==> src/hdl/qsd_pkg.sv <==
// Shared types, constants and helpers for the QOI stream decoder.
// No dependencies; compiled first.
package qsd_pkg;

    localparam int INDEX_ENTRIES_DEF = 64;
    localparam logic [3:0] HEADER_BYTES = 4'd14;

    localparam int BYTE_W  = 8;
    localparam int PIX_W   = 32;
    localparam int POS_W   = 32;
    localparam int LEN_W   = 6;
    localparam int SCALE_W = 4;

    typedef logic [1:0] t_kind;
    localparam t_kind KIND_RUN    = 2'd0;
    localparam t_kind KIND_HDR_OK = 2'd1;
    localparam t_kind KIND_HDR_BAD = 2'd2;

    typedef enum logic [2:0] {
        MODE_HEADER = 3'b001,
        MODE_PIXELS = 3'b010,
        MODE_IDLE   = 3'b100
    } t_mode;

    localparam logic [7:0] OP_RGB  = 8'hFE;
    localparam logic [7:0] OP_RGBA = 8'hFF;

    // Two-bit tag in the top of an op byte
    localparam logic [1:0] TAG_INDEX = 2'b00;
    localparam logic [1:0] TAG_DIFF  = 2'b01;
    localparam logic [1:0] TAG_LUMA  = 2'b10;
    localparam logic [1:0] TAG_RUN   = 2'b11;

    localparam logic [PIX_W-1:0] PREV_RESET = 32'hFF00_0000;

    function automatic logic [7:0] magic_byte(input logic [1:0] idx);
        logic [7:0] m;
        begin
            case (idx)
                2'd0:    m = 8'h71;
                2'd1:    m = 8'h6F;
                2'd2:    m = 8'h69;
                2'd3:    m = 8'h66;
                default: m = 8'h00;
            endcase
            return m;
        end
    endfunction

    function automatic logic [SCALE_W-1:0] scale_of(input logic [31:0] w,
                                                   input logic [31:0] h);
        logic [SCALE_W-1:0] s;
        begin
            if (w == 32'd240 && h == 32'd135)        s = 4'd8;
            else if (w == 32'd480 && h == 32'd270)   s = 4'd4;
            else if (w == 32'd960 && h == 32'd540)   s = 4'd2;
            else if (w == 32'd1920 && h == 32'd1080) s = 4'd1;
            else                                      s = 4'd0;
            return s;
        end
    endfunction

endpackage

==> src/hdl/qsd_in_if.sv <==
// Byte channel into the decoder: valid/ready plus one file byte and markers.
// Depends on qsd_pkg.
interface qsd_in_if;
    import qsd_pkg::*;

    logic              valid;
    logic              ready;
    logic [BYTE_W-1:0] data_byte;
    logic              first_byte;
    logic              last_byte;

    modport source (output valid, output data_byte, output first_byte,
                    output last_byte, input ready);
    modport sink   (input valid, input data_byte, input first_byte,
                    input last_byte, output ready);
endinterface

==> src/hdl/qsd_out_if.sv <==
// Result channel out of the decoder: valid/ready plus one run or header status.
// Depends on qsd_pkg.
interface qsd_out_if;
    import qsd_pkg::*;

    logic               valid;
    logic               ready;
    t_kind              result_kind;
    logic [PIX_W-1:0]   pixel_argb;
    logic [POS_W-1:0]   run_start;
    logic [LEN_W-1:0]   run_length;
    logic [SCALE_W-1:0] scale_factor;
    logic               image_done;

    modport source (output valid, output result_kind, output pixel_argb,
                    output run_start, output run_length, output scale_factor,
                    output image_done, input ready);
    modport sink   (input valid, input result_kind, input pixel_argb,
                    input run_start, input run_length, input scale_factor,
                    input image_done, output ready);
endinterface

==> src/hdl/qoi_stream_decoder_top.sv <==
// Channel   Dir  Payload                                           Transfer
// i_byte_ch in   data_byte[7:0], first_byte, last_byte              valid & ready
// o_run_ch  out  result_kind, pixel_argb, run_start, run_length,    valid & ready
//                scale_factor, image_done
// One byte per cycle sustained while the output is not stalled.
// Each byte's work is one combinational pass between the input and result registers;
// the 64-entry colour index is read at transfer, with a bypass for the write in flight.
// Reset (synchronous, active low) and first_byte clear the index valid bits at once,
// so no clearing pass is needed. A stalled result holds the input and result registers.
// Depends on qsd_pkg, qsd_in_if, qsd_out_if.
module qoi_stream_decoder_top #(
    parameter int INDEX_ENTRIES = qsd_pkg::INDEX_ENTRIES_DEF
) (
    input  logic     i_clk,
    input  logic     i_rst_n,
    qsd_in_if.sink   i_byte_ch,
    qsd_out_if.source o_run_ch
);
    import qsd_pkg::*;

    localparam int IDX_W = $clog2(INDEX_ENTRIES);

    // input register
    logic              r_in_valid;
    logic [BYTE_W-1:0] r_in_byte;
    logic              r_in_first;
    logic              r_in_last;

    // decoder state
    logic [3:0]        r_hdr_cnt,  c_hdr_cnt,  n_hdr_cnt;
    logic [31:0]       r_width,    c_width,    n_width;
    logic [31:0]       r_height,   c_height,   n_height;
    logic [POS_W-1:0]  r_total,    c_total,    n_total;
    logic [POS_W-1:0]  r_pos,      c_pos,      n_pos;
    logic [PIX_W-1:0]  r_prev,     c_prev,     n_prev;
    logic [7:0]        r_op,       c_op,       n_op;
    logic [2:0]        r_opcnt,    c_opcnt,    n_opcnt;
    logic [31:0]       r_opbytes,  c_opbytes,  n_opbytes;
    t_mode             r_mode,     c_mode,     n_mode;
    logic [INDEX_ENTRIES-1:0] r_vld, n_vld;

    // colour index memory
    logic [PIX_W-1:0]  r_idx_mem [INDEX_ENTRIES];
    logic [PIX_W-1:0]  r_rd_data;
    logic              r_byp;
    logic [PIX_W-1:0]  r_byp_data;
    logic              mem_we;
    logic [IDX_W-1:0]  mem_waddr;
    logic [IDX_W-1:0]  rd_addr;
    logic [PIX_W-1:0]  idx_px;

    // result register
    logic               r_out_valid;
    t_kind              r_out_kind;
    logic [PIX_W-1:0]   r_out_px;
    logic [POS_W-1:0]   r_out_start;
    logic [LEN_W-1:0]   r_out_len;
    logic [SCALE_W-1:0] r_out_scale;
    logic               r_out_done;

    logic               res_valid;
    t_kind              res_kind;
    logic [PIX_W-1:0]   res_px;
    logic [POS_W-1:0]   res_start;
    logic [LEN_W-1:0]   res_len;
    logic [SCALE_W-1:0] res_scale;
    logic               res_done;

    logic              in_fire;
    logic              proc_fire;

    // pass-local values
    logic [7:0]        pa, pr, pg, pb;
    logic [7:0]        na, nr, ng, nb;
    logic [7:0]        vg;
    logic [6:0]        run_len;
    logic [POS_W-1:0]  remaining;
    logic [6:0]        len_full;
    logic              pos_done;
    logic              store_px;
    logic [11:0]       h_sum;

    assign proc_fire = r_in_valid && (!r_out_valid || o_run_ch.ready);
    assign i_byte_ch.ready = !r_in_valid || proc_fire;
    assign in_fire = i_byte_ch.valid && i_byte_ch.ready;
    assign rd_addr = i_byte_ch.data_byte[IDX_W-1:0];

    // INDEX op entry: registered read, patched by a same-edge write, zero if not valid
    always_comb begin
        if (r_vld[r_in_byte[IDX_W-1:0]]) begin
            idx_px = r_byp ? r_byp_data : r_rd_data;
        end else begin
            idx_px = '0;
        end
    end

    always_comb begin
        // first_byte restarts from the reset state before the byte is used
        c_hdr_cnt = r_in_first ? 4'd0        : r_hdr_cnt;
        c_width   = r_in_first ? 32'd0       : r_width;
        c_height  = r_in_first ? 32'd0       : r_height;
        c_total   = r_in_first ? '0          : r_total;
        c_pos     = r_in_first ? '0          : r_pos;
        c_prev    = r_in_first ? PREV_RESET  : r_prev;
        c_op      = r_in_first ? 8'd0        : r_op;
        c_opcnt   = r_in_first ? 3'd0        : r_opcnt;
        c_opbytes = r_in_first ? 32'd0       : r_opbytes;
        c_mode    = r_in_first ? MODE_HEADER : r_mode;
        n_vld     = r_in_first ? '0          : r_vld;

        n_hdr_cnt = c_hdr_cnt;
        n_width   = c_width;
        n_height  = c_height;
        n_total   = c_total;
        n_pos     = c_pos;
        n_prev    = c_prev;
        n_op      = c_op;
        n_opcnt   = c_opcnt;
        n_opbytes = c_opbytes;
        n_mode    = c_mode;

        res_valid = 1'b0;
        res_kind  = KIND_RUN;
        res_px    = '0;
        res_start = '0;
        res_len   = '0;
        res_scale = '0;
        res_done  = 1'b0;

        pa = c_prev[31:24];
        pr = c_prev[23:16];
        pg = c_prev[15:8];
        pb = c_prev[7:0];
        na = pa;
        nr = pr;
        ng = pg;
        nb = pb;
        vg = 8'd0;
        run_len   = 7'd1;
        store_px  = 1'b0;
        remaining = '0;
        len_full  = '0;
        pos_done  = 1'b0;
        h_sum     = '0;
        mem_we    = 1'b0;
        mem_waddr = '0;

        case (c_mode)
            MODE_HEADER: begin
                if (c_hdr_cnt[3:2] == 2'b00 &&
                    r_in_byte != magic_byte(c_hdr_cnt[1:0])) begin
                    n_mode    = MODE_IDLE;
                    res_valid = 1'b1;
                    res_kind  = KIND_HDR_BAD;
                end else begin
                    if (c_hdr_cnt[3:2] == 2'b01) begin
                        n_width = {c_width[23:0], r_in_byte};
                    end else if (c_hdr_cnt[3:2] == 2'b10) begin
                        n_height = {c_height[23:0], r_in_byte};
                    end
                    n_hdr_cnt = c_hdr_cnt + 4'd1;
                    if (n_hdr_cnt == HEADER_BYTES) begin
                        res_valid = 1'b1;
                        if (c_width == 32'd0 || c_height == 32'd0) begin
                            n_mode   = MODE_IDLE;
                            res_kind = KIND_HDR_BAD;
                        end else begin
                            // bytes 12 and 13 leave width and height alone
                            n_total   = c_width * c_height;
                            n_mode    = (n_total == '0 || r_in_last) ? MODE_IDLE
                                                                      : MODE_PIXELS;
                            res_kind  = KIND_HDR_OK;
                            res_scale = scale_of(c_width, c_height);
                            res_done  = (n_total == '0);
                        end
                    end else if (r_in_last) begin
                        n_mode    = MODE_IDLE;
                        res_valid = 1'b1;
                        res_kind  = KIND_HDR_BAD;
                    end
                end
            end

            MODE_PIXELS: begin
                if (c_opcnt == 3'd0) begin
                    n_op      = r_in_byte;
                    n_opbytes = 32'd0;
                    if (r_in_byte == OP_RGB) begin
                        n_opcnt = 3'd3;
                    end else if (r_in_byte == OP_RGBA) begin
                        n_opcnt = 3'd4;
                    end else if (r_in_byte[7:6] == TAG_LUMA) begin
                        n_opcnt = 3'd1;
                    end
                end else begin
                    n_opbytes = {c_opbytes[23:0], r_in_byte};
                    n_opcnt   = c_opcnt - 3'd1;
                end

                if (n_opcnt != 3'd0) begin
                    // op still waits for operands; dropped if the file ends here
                    if (r_in_last) begin
                        n_opcnt = 3'd0;
                        n_mode  = MODE_IDLE;
                    end
                end else begin
                    if (n_op == OP_RGB) begin
                        nr = n_opbytes[23:16];
                        ng = n_opbytes[15:8];
                        nb = n_opbytes[7:0];
                        store_px = 1'b1;
                    end else if (n_op == OP_RGBA) begin
                        na = n_opbytes[7:0];
                        nr = n_opbytes[31:24];
                        ng = n_opbytes[23:16];
                        nb = n_opbytes[15:8];
                        store_px = 1'b1;
                    end else begin
                        case (n_op[7:6])
                            TAG_INDEX: begin
                                na = idx_px[31:24];
                                nr = idx_px[23:16];
                                ng = idx_px[15:8];
                                nb = idx_px[7:0];
                            end
                            TAG_DIFF: begin
                                nr = pr + {6'd0, n_op[5:4]} - 8'd2;
                                ng = pg + {6'd0, n_op[3:2]} - 8'd2;
                                nb = pb + {6'd0, n_op[1:0]} - 8'd2;
                                store_px = 1'b1;
                            end
                            TAG_LUMA: begin
                                vg = {2'd0, n_op[5:0]} - 8'd32;
                                nr = pr + vg - 8'd8 + {4'd0, n_opbytes[7:4]};
                                ng = pg + vg;
                                nb = pb + vg - 8'd8 + {4'd0, n_opbytes[3:0]};
                                store_px = 1'b1;
                            end
                            TAG_RUN: begin
                                run_len = {1'b0, n_op[5:0]} + 7'd1;
                            end
                            default: begin
                                run_len = 7'd1;
                            end
                        endcase
                    end
                    n_prev = {na, nr, ng, nb};

                    h_sum = {4'd0, nr} * 12'd3 + {4'd0, ng} * 12'd5 +
                            {4'd0, nb} * 12'd7 + {4'd0, na} * 12'd11;
                    mem_we    = store_px;
                    mem_waddr = h_sum[IDX_W-1:0];
                    if (store_px) begin
                        n_vld[mem_waddr] = 1'b1;
                    end

                    // clip the run at the end of the image
                    remaining = c_total - c_pos;
                    if (remaining > {{(POS_W-7){1'b0}}, run_len}) begin
                        len_full = run_len;
                    end else begin
                        len_full = remaining[6:0];
                    end
                    n_pos    = c_pos + {{(POS_W-7){1'b0}}, len_full};
                    pos_done = (n_pos == c_total);
                    if (pos_done || r_in_last) begin
                        n_mode = MODE_IDLE;
                    end

                    res_valid = 1'b1;
                    res_kind  = KIND_RUN;
                    res_px    = n_prev;
                    res_start = c_pos;
                    res_len   = len_full[LEN_W-1:0];
                    res_scale = scale_of(c_width, c_height);
                    res_done  = pos_done;
                end
            end

            default: begin
                n_mode = c_mode;
            end
        endcase
    end

    // index memory: one write port, one registered read at transfer
    always_ff @(posedge i_clk) begin
        if (proc_fire && mem_we) begin
            r_idx_mem[mem_waddr] <= n_prev;
        end
        if (in_fire) begin
            r_rd_data  <= r_idx_mem[rd_addr];
            r_byp_data <= n_prev;
        end
    end

    always_ff @(posedge i_clk) begin
        if (!i_rst_n) begin
            r_byp <= 1'b0;
        end else if (in_fire) begin
            r_byp <= proc_fire && mem_we && (mem_waddr == rd_addr);
        end
    end

    always_ff @(posedge i_clk) begin
        if (!i_rst_n) begin
            r_in_valid <= 1'b0;
        end else if (in_fire) begin
            r_in_valid <= 1'b1;
        end else if (proc_fire) begin
            r_in_valid <= 1'b0;
        end
    end

    always_ff @(posedge i_clk) begin
        if (in_fire) begin
            r_in_byte  <= i_byte_ch.data_byte;
            r_in_first <= i_byte_ch.first_byte;
            r_in_last  <= i_byte_ch.last_byte;
        end
    end

    always_ff @(posedge i_clk) begin
        if (!i_rst_n) begin
            r_hdr_cnt <= 4'd0;
            r_width   <= 32'd0;
            r_height  <= 32'd0;
            r_total   <= '0;
            r_pos     <= '0;
            r_prev    <= PREV_RESET;
            r_op      <= 8'd0;
            r_opcnt   <= 3'd0;
            r_opbytes <= 32'd0;
            r_mode    <= MODE_HEADER;
            r_vld     <= '0;
        end else if (proc_fire) begin
            r_hdr_cnt <= n_hdr_cnt;
            r_width   <= n_width;
            r_height  <= n_height;
            r_total   <= n_total;
            r_pos     <= n_pos;
            r_prev    <= n_prev;
            r_op      <= n_op;
            r_opcnt   <= n_opcnt;
            r_opbytes <= n_opbytes;
            r_mode    <= n_mode;
            r_vld     <= n_vld;
        end
    end

    always_ff @(posedge i_clk) begin
        if (!i_rst_n) begin
            r_out_valid <= 1'b0;
        end else if (proc_fire) begin
            r_out_valid <= res_valid;
        end else if (o_run_ch.ready) begin
            r_out_valid <= 1'b0;
        end
    end

    always_ff @(posedge i_clk) begin
        if (proc_fire && res_valid) begin
            r_out_kind  <= res_kind;
            r_out_px    <= res_px;
            r_out_start <= res_start;
            r_out_len   <= res_len;
            r_out_scale <= res_scale;
            r_out_done  <= res_done;
        end
    end

    assign o_run_ch.valid        = r_out_valid;
    assign o_run_ch.result_kind  = r_out_kind;
    assign o_run_ch.pixel_argb   = r_out_px;
    assign o_run_ch.run_start    = r_out_start;
    assign o_run_ch.run_length   = r_out_len;
    assign o_run_ch.scale_factor = r_out_scale;
    assign o_run_ch.image_done   = r_out_done;

endmodule
==> src/flat_wrapper.sv <==
// flat-port wrapper written by rule: the top's interface ports become plain ports
module qoi_stream_decoder_top_flat import qsd_pkg::*;
#(
    parameter int INDEX_ENTRIES = qsd_pkg::INDEX_ENTRIES_DEF
)
  (i_clk, i_rst_n, i_byte_ch_valid, i_byte_ch_data_byte, i_byte_ch_first_byte, i_byte_ch_last_byte, i_byte_ch_ready, o_run_ch_valid, o_run_ch_result_kind, o_run_ch_pixel_argb, o_run_ch_run_start, o_run_ch_run_length, o_run_ch_scale_factor, o_run_ch_image_done, o_run_ch_ready);
  qsd_in_if i_byte_ch_i ();
  qsd_out_if o_run_ch_i ();
  input  logic i_clk;
  input  logic i_rst_n;
  input wire logic [$bits(i_byte_ch_i.valid)-1:0] i_byte_ch_valid;
  input wire logic [$bits(i_byte_ch_i.data_byte)-1:0] i_byte_ch_data_byte;
  input wire logic [$bits(i_byte_ch_i.first_byte)-1:0] i_byte_ch_first_byte;
  input wire logic [$bits(i_byte_ch_i.last_byte)-1:0] i_byte_ch_last_byte;
  output wire logic [$bits(i_byte_ch_i.ready)-1:0] i_byte_ch_ready;
  output wire logic [$bits(o_run_ch_i.valid)-1:0] o_run_ch_valid;
  output wire logic [$bits(o_run_ch_i.result_kind)-1:0] o_run_ch_result_kind;
  output wire logic [$bits(o_run_ch_i.pixel_argb)-1:0] o_run_ch_pixel_argb;
  output wire logic [$bits(o_run_ch_i.run_start)-1:0] o_run_ch_run_start;
  output wire logic [$bits(o_run_ch_i.run_length)-1:0] o_run_ch_run_length;
  output wire logic [$bits(o_run_ch_i.scale_factor)-1:0] o_run_ch_scale_factor;
  output wire logic [$bits(o_run_ch_i.image_done)-1:0] o_run_ch_image_done;
  input wire logic [$bits(o_run_ch_i.ready)-1:0] o_run_ch_ready;
  assign i_byte_ch_i.valid = i_byte_ch_valid;
  assign i_byte_ch_i.data_byte = i_byte_ch_data_byte;
  assign i_byte_ch_i.first_byte = i_byte_ch_first_byte;
  assign i_byte_ch_i.last_byte = i_byte_ch_last_byte;
  assign i_byte_ch_ready = i_byte_ch_i.ready;
  assign o_run_ch_valid = o_run_ch_i.valid;
  assign o_run_ch_result_kind = o_run_ch_i.result_kind;
  assign o_run_ch_pixel_argb = o_run_ch_i.pixel_argb;
  assign o_run_ch_run_start = o_run_ch_i.run_start;
  assign o_run_ch_run_length = o_run_ch_i.run_length;
  assign o_run_ch_scale_factor = o_run_ch_i.scale_factor;
  assign o_run_ch_image_done = o_run_ch_i.image_done;
  assign o_run_ch_i.ready = o_run_ch_ready;
  qoi_stream_decoder_top #(.INDEX_ENTRIES(INDEX_ENTRIES)) u_core (.i_clk(i_clk), .i_rst_n(i_rst_n), .i_byte_ch(i_byte_ch_i), .o_run_ch(o_run_ch_i));
endmodule
==> config.mk <==
export PLATFORM = sky130hd
export DESIGN_NAME = qoi_stream_decoder_top_flat
export DESIGN_NICKNAME = d
export VERILOG_FILES = /design/src/hdl/qsd_pkg.sv /design/src/hdl/qsd_in_if.sv /design/src/hdl/qsd_out_if.sv /design/src/hdl/qoi_stream_decoder_top.sv /design/src/flat_wrapper.sv
export SDC_FILE = /design/constraint.sdc
export NUM_CORES = 2
export LEC_CHECK = 0
export CORE_UTILIZATION = 45
export CTS_CLUSTER_SIZE = 10
export DETAILED_ROUTE_END_ITERATION = 12
export DONT_BUFFER_PORTS = 1
export SLEW_MARGIN = 20
export SYNTH_ARGS = -nofsm -noshare
export SYNTH_HDL_FRONTEND = slang
export SYNTH_SLANG_ARGS = --single-unit
==> constraint.sdc <==
create_clock -name i_clk -period 19.4 [get_ports i_clk]
set_input_delay 1.94 -clock i_clk [delete_from_list [all_inputs] [get_ports i_clk]]
set_output_delay 1.94 -clock i_clk [all_outputs]
set_load 0.02 [all_outputs]
Yosys cells after proc, flatten, opt, wreduce, memory -nomap -nowiden
Memory sizes are Yosys's and may differ from the RTL's. A register that Yosys moved wholly into a read port is not among the register bits.
Cells that the tools add are included.
Operators by class
  reductions and logical operators: 31
  $lt $le $gt $ge: 4
  mux-type cells: 127
  multipliers: 5
  $add $sub $neg: 22
  bitwise gates (word level): 3
  equality and inequality tests: 27
Operators with widths (number)
  32-bit 2-to-1 mux: 24
  64-bit 2-to-1 mux: 4
  8-bit 2-to-1 mux: 22
  32-bit logical NOT: 3
  8-bit one-hot mux with 3 select lines: 3
  32-bit by 10-bit equality test with 1-bit output (second input constant): 2
  32-bit by 11-bit equality test with 1-bit output (second input constant): 2
  32-bit by 8-bit equality test with 1-bit output (second input constant): 2
  32-bit by 9-bit equality test with 1-bit output (second input constant): 2
  64-bit OR: 1
  7-bit 2-to-1 mux: 8
  3-bit 2-to-1 mux: 17
  24-bit 2-to-1 mux: 2
  4-bit 2-to-1 mux: 10
  32-bit by 7-bit adder with 32-bit output: 1
  32-bit equality test: 1
  8-bit equality test (second input constant): 4
  32-bit by 7-bit greater-than comparator with 1-bit output: 1
  32-bit by 32-bit multiplier with 32-bit output: 1
  8-bit one-hot mux with 4 select lines: 1
  32-bit subtractor: 1
  8-bit by 2-bit adder with 8-bit output: 3
  8-bit adder: 3
  1-bit 2-to-1 mux: 24
  36 further kinds: 77
Storage, ports and cells
  logic and storage cells: 245
  output and inout port bits: 79
  register bits: 388
  memory bits (writable): 2048
  memories kept: 1
  input port bits: 14
Memory list
  u_core.r_idx_mem: depth 64, width 32, read ports 1, clocked after Yosys merged registers in 1, write ports 1, line qoi_stream_decoder_top.sv:43  | logic [PIX_W-1:0] r_idx_mem [INDEX_ENTRIES];

Depth between registers and ports, before layout
  word-level depth: 25
  gate-level depth with buffers: 53
  depth with buffers taken out: 38

Worst setup path after synthesis
Ideal clock, no wire load.
  kind: reg2reg
  start point: register u_core.r_in_first
  end point: memory u_core.r_idx_mem[58][0], enable pin
  data required time: 18.979 ns
  data arrival time: 13.003 ns
  path slack: 5.976 ns
  stages on the path, launching flop included: 50
  clock period less this slack: 13.424 ns
  path buffers: 17
  cells stage by stage: edfxtp_1 > inv_1 > clkbuf_1 > buf_1 > clkbuf_1 > buf_1 > clkbuf_1 > buf_1 > buf_1 > clkbuf_1 > nand2_1 > ha_1 > ha_1 > buf_6 > clkbuf_1 > clkbuf_1 > clkbuf_1 > o21ai_0 > [14 not listed] > fa_1 > fa_1 > inv_1 > fa_1 > inv_1 > fa_1 > ha_1 > a21o_1 > a21oi_1 > xnor2_1 > xnor2_1 > xnor2_1 > xnor3_2 > xnor3_1 > or2_1 > buf_2 > buf_6 > nor2_1
On the way
  word-level cells in the longest chain between the ends: 19
  elaborated cells between the ends (all ways): 77
RTL lines
  start: declaration: line qoi_stream_decoder_top.sv:26  | logic r_in_first;
  start signal: assignment: line qoi_stream_decoder_top.sv:318  | r_in_first <= i_byte_ch.first_byte;
  3-bit 2-to-1 mux: line qoi_stream_decoder_top.sv:106  | c_opcnt = r_in_first ? 3'd0 : r_opcnt;
  3-bit logical NOT: line qoi_stream_decoder_top.sv:185  | if (c_opcnt == 3'd0) begin
  8-bit 2-to-1 mux: line qoi_stream_decoder_top.sv:185
  8-bit 2-to-1 mux: line qoi_stream_decoder_top.sv:148  | case (c_mode)
  6-bit by 6-bit subtractor with 7-bit output: line qoi_stream_decoder_top.sv:233  | vg = {2'd0, n_op[5:0]} - 8'd32;
  8-bit adder: line qoi_stream_decoder_top.sv:234  | nr = pr + vg - 8'd8 + {4'd0, n_opbytes[7:4]};
  8-bit by 4-bit subtractor with 8-bit output: line qoi_stream_decoder_top.sv:234
  8-bit by 4-bit adder with 8-bit output: line qoi_stream_decoder_top.sv:234
  [2 not listed]
  8-bit 2-to-1 mux: line qoi_stream_decoder_top.sv:207  | if (n_op == OP_RGB) begin
  8-bit 2-to-1 mux: line qoi_stream_decoder_top.sv:200  | if (n_opcnt != 3'd0) begin
  8-bit 2-to-1 mux: line qoi_stream_decoder_top.sv:148
  8-bit by 2-bit multiplier with 6-bit output: line qoi_stream_decoder_top.sv:249  | h_sum = {4'd0, nr} * 12'd3 + {4'd0, ng} * 12'd5 +
  6-bit adder (2 in a row): line qoi_stream_decoder_top.sv:249
  6-bit adder: line qoi_stream_decoder_top.sv:250  | {4'd0, nb} * 12'd7 + {4'd0, na} * 12'd11;
  6-bit 2-to-1 mux: line qoi_stream_decoder_top.sv:200
  6-bit 2-to-1 mux: line qoi_stream_decoder_top.sv:148
  end: declaration: line qoi_stream_decoder_top.sv:43
Parallel ways exist; a longest one is shown, timed or not. The select of a mux whose other input is x is not followed.

Worst setup path after layout
  start point: register u_core.r_in_first
  end point: memory u_core.r_idx_mem[23][2], enable pin
The elaborated chain is that of the path after synthesis.

==> out/results.tsv <==
stage	metric	value	unit
outcome	status	complete, no violations	
hold_path	hold_path_depth	2	
setup_path	start_kind	register	
clocking	cts_tree	done	
cells_and_area	final_common_cell	edfxtp_1	
timing	rsz0062_at_grt	no	
floorplan	die_h	516	um
route	drtIter0Drc	9067	
logic_synthesis	yosys_warnings	0	
timing	worst_pin_slew	1210	ps
timing	drv_slew	0	
global_route	grt_pass1_wl	513000	um
setup_path	crit_fanout	36	
clocking	cts_buffer_depth	4	
setup_path	max_stage_delay	1100	ps
global_route	grt_pass1_vias	67200	
clocking	post_cts_buffers	0	
floorplan	die-area	266000	sq um
timing	finalCriticalPeriod	11660	ps
logic_synthesis	synth_top_area_share	55.5	%
logic_synthesis	synth.yosys.seq_area_share	60.1	%
timing	finalHoldViolCount	0	
logic_synthesis	synth_cell_types	93	
cells_and_area	syn_to_final_growth	11.3	%
power	peakVddDrop	0.339	mV
floorplan	initial_core_util	45.3	%
cells_and_area	layout-drive-gt1-share	17.5	%
placed_design	detailed_place_hpwl	236000	um
hold_path	min_to	u_core.r_vld[51]	
logic_synthesis	yosys_most_used_dff	edfxtp_1	
setup_path	crit_required	19850	ps
floorplan	core	263000	sq um
logic_synthesis	synth-seq-cells	2468	
logic_synthesis	syn_nets	8299	
floorplan	pin_count	93	
setup_path	worstReg2RegEnd	u_core.r_idx_mem[23][2]	
job	maxCapViolations	0	
logic_synthesis	avgSynthCellArea	15.7	sq um
timing	final.setup.tns	0	ps
setup_path	r2r_setup_slack	7740	ps
global_route	grt_usage	27.3	%
clocking	clock_latency	850	ps
route	wl_per_cell	32.3	um
floorplan	rows	188	
timing	finClkSkew	72.7	ps
cells_and_area	final_nets	8298	
timing	maxSlewHeadroom	19.0	%
cells_and_area	post-route-util	50.4	%
cells_and_area	layout_common_cells	edfxtp_1 (2,199), mux4_2 (677), nand2_1 (647)	
logic_synthesis	syn_inst	7582	
timing	whs	449	ps
setup_path	cp-end-kind	register	
power	power.leakage	0.0439	uW
logic_synthesis	yosys-top-cells-area	edfxtp_1 (56%), mux4_2 (13%), fa_1 (7.5%)	
route	via_per_inst	6.14	
setup_path	criticalPathCategory	reg2reg	
timing	timing.fmax	85.8	MHz
logic_synthesis	synth_edf_count	2199	
placed_design	gp_congestion	0.947	
route	vias	68800	
timing	timing.final.crit_share	60.1	%
route	totalWireLength	362000	um
clocking	path_clk_slew	50	ps
clocking	cts-resized-gates	0	
hold_path	hold_path_class	reg2reg	
floorplan	die_w	516	um
route	route.detailed.drc	0	
global_route	antenna_found_initial	52	
global_route	grt_overflow_total	0	
setup_path	cp.arrival	12100	ps
logic_synthesis	synth_area	119000	sq um
timing	setup_violations	0	
setup_path	slowest_stage	nor2_4	
clocking	cts.sinks	2468	
setup_path	critPathMostFrequentCell	fa_1	
power	power_density	95.9	nW/um^2
clocking	cts_root_buf	clkbuf_16	
clocking	numCtsBuffers	297	
logic_synthesis	yosysTopAreaCell	edfxtp_1	
route	ant_nets	0	
setup_path	reg2reg_from	u_core.r_in_first	
logic_synthesis	synthArstFlopShare	0	%
setup_path	reg2reg_depth	36	
global_route	grt_max_degree	515	
clocking	htreeDepth	5	
setup_path	crit_start	u_core.r_in_first	
hold_path	worstHoldStart	u_core.r_vld[51]	
placed_design	place.port_buffers	0	
route	dr.pass1.iters	8	
clocking	holdBufCountCts	0	
cells_and_area	fillers	21600	
-- where the power goes --
part           switching (uW)  internal, uW
sequential               25.1          5760
clock                    2050          2830
combinational            1450           568
total                    3530          9170
-- routing by layer --
metal	share of wire, %	up-vias	GRT usage (%)
met3	9.9	466	5.51
met4	3.0	14	7.62
met5	0.024	-	0
li1	-	28400	-
met1	43	36400	40.9
met2	44	3540	40.2
-- cell usage after synthesis (25+ instances only) --
library cell	count
dfxtp_1	269
nor2b_1	241
fa_1	443
and2_1	231
clkbuf_1	344
edfxtp_1	2199
xnor2_1	165
a21o_1	75
inv_1	445
xor2_1	49
nand3_1	78
o21a_1	28
nand2b_1	25
a21oi_1	173
mux4_2	677
nand2_1	653
buf_1	87
ha_1	260
nor3_1	43
a22oi_1	147
nand4_1	38
o21ai_0	191
nor4_1	34
mux2i_1	65
nor2_1	240
-- through the flow --
step | power [uW] | instances | cell area, sq um | worst slack (ps)
floorplan | 7020 | 7582 | 119000 | 5980
global placement | 7850 | 10800 | 123000 | 7770
detailed placement | 7860 | 10800 | 124000 | 7770
CTS | 12700 | 11200 | 132000 | 7740
global route | 13100 | 11200 | 132000 | 7080
finish | 12700 | 11200 | 132000 | 7740
-- cells by family (layout without fill, tap and decap cells) --
kind of cell,after synthesis,count (layout),share of synthesized area [%]
simple gates,1700,1700,7.07
buf+inv,895,989,2.87
fa+ha+maj,703,703,10.2
other cells,1,12,0.00315
flops,2468,2468,60.1
mux,754,754,13.5
xor+xnor,220,220,1.68
compound gates,841,841,4.63
-- worst max-delay path, delay by kind of cell (launching register included) --
kind | cells | cell delay [ps]
xor gates and xnor gates | 6 | 1540
adders and majority gates | 11 | 4360
DFF | 1 | 400
AOI/OAI and AO/OA | 7 | 1650
buffers and inverters | 8 | 960
and+or+nand+nor | 4 | 2310
-- flip-flops by register name, indices dropped and copies added (netlist names), 8 cells and up --
register,cells
u_core.r_idx_mem,2048
u_core.r_vld,64
u_core.o_run_ch.pixel_argb,32
u_core.o_run_ch.run_start,32
u_core.r_byp_data,32
u_core.r_height,32
u_core.r_pos,32
u_core.r_prev,32
u_core.r_rd_data,32
u_core.r_total,32
u_core.r_width,32
u_core.r_opbytes,24
u_core.r_in_byte,8
u_core.r_op,8
-- cell type report --
type | count | area (sq um) | share of cell area (%)
flip-flops and latches | 2468 | 71400 | 54.0
multi-input cells | 4219 | 45000 | 34.0
clock buffers | 368 | 7870 | 5.94
well taps | 3515 | 4400 | 3.32
repair buffers | 150 | 1690 | 1.27
inverters | 445 | 1670 | 1.26
clock inverters | 26 | 267 | 0.201
diodes | 11 | 27.5 | 0.0208
-- worst max path at each step --
stage	endpoint	slack, ps	depth (start not counted)
after floorplan	u_core.r_idx_mem[58][0]	5980	49
after global placement	u_core.r_idx_mem[17][11]	7770	36
after detailed placement	u_core.r_idx_mem[17][2]	7770	37
after CTS	u_core.r_idx_mem[16][1]	7740	37
after global routing	u_core.r_idx_mem[17][1]	7080	37
final	u_core.r_idx_mem[23][2]	7740	36
Power figures use the tool's default switching activity.
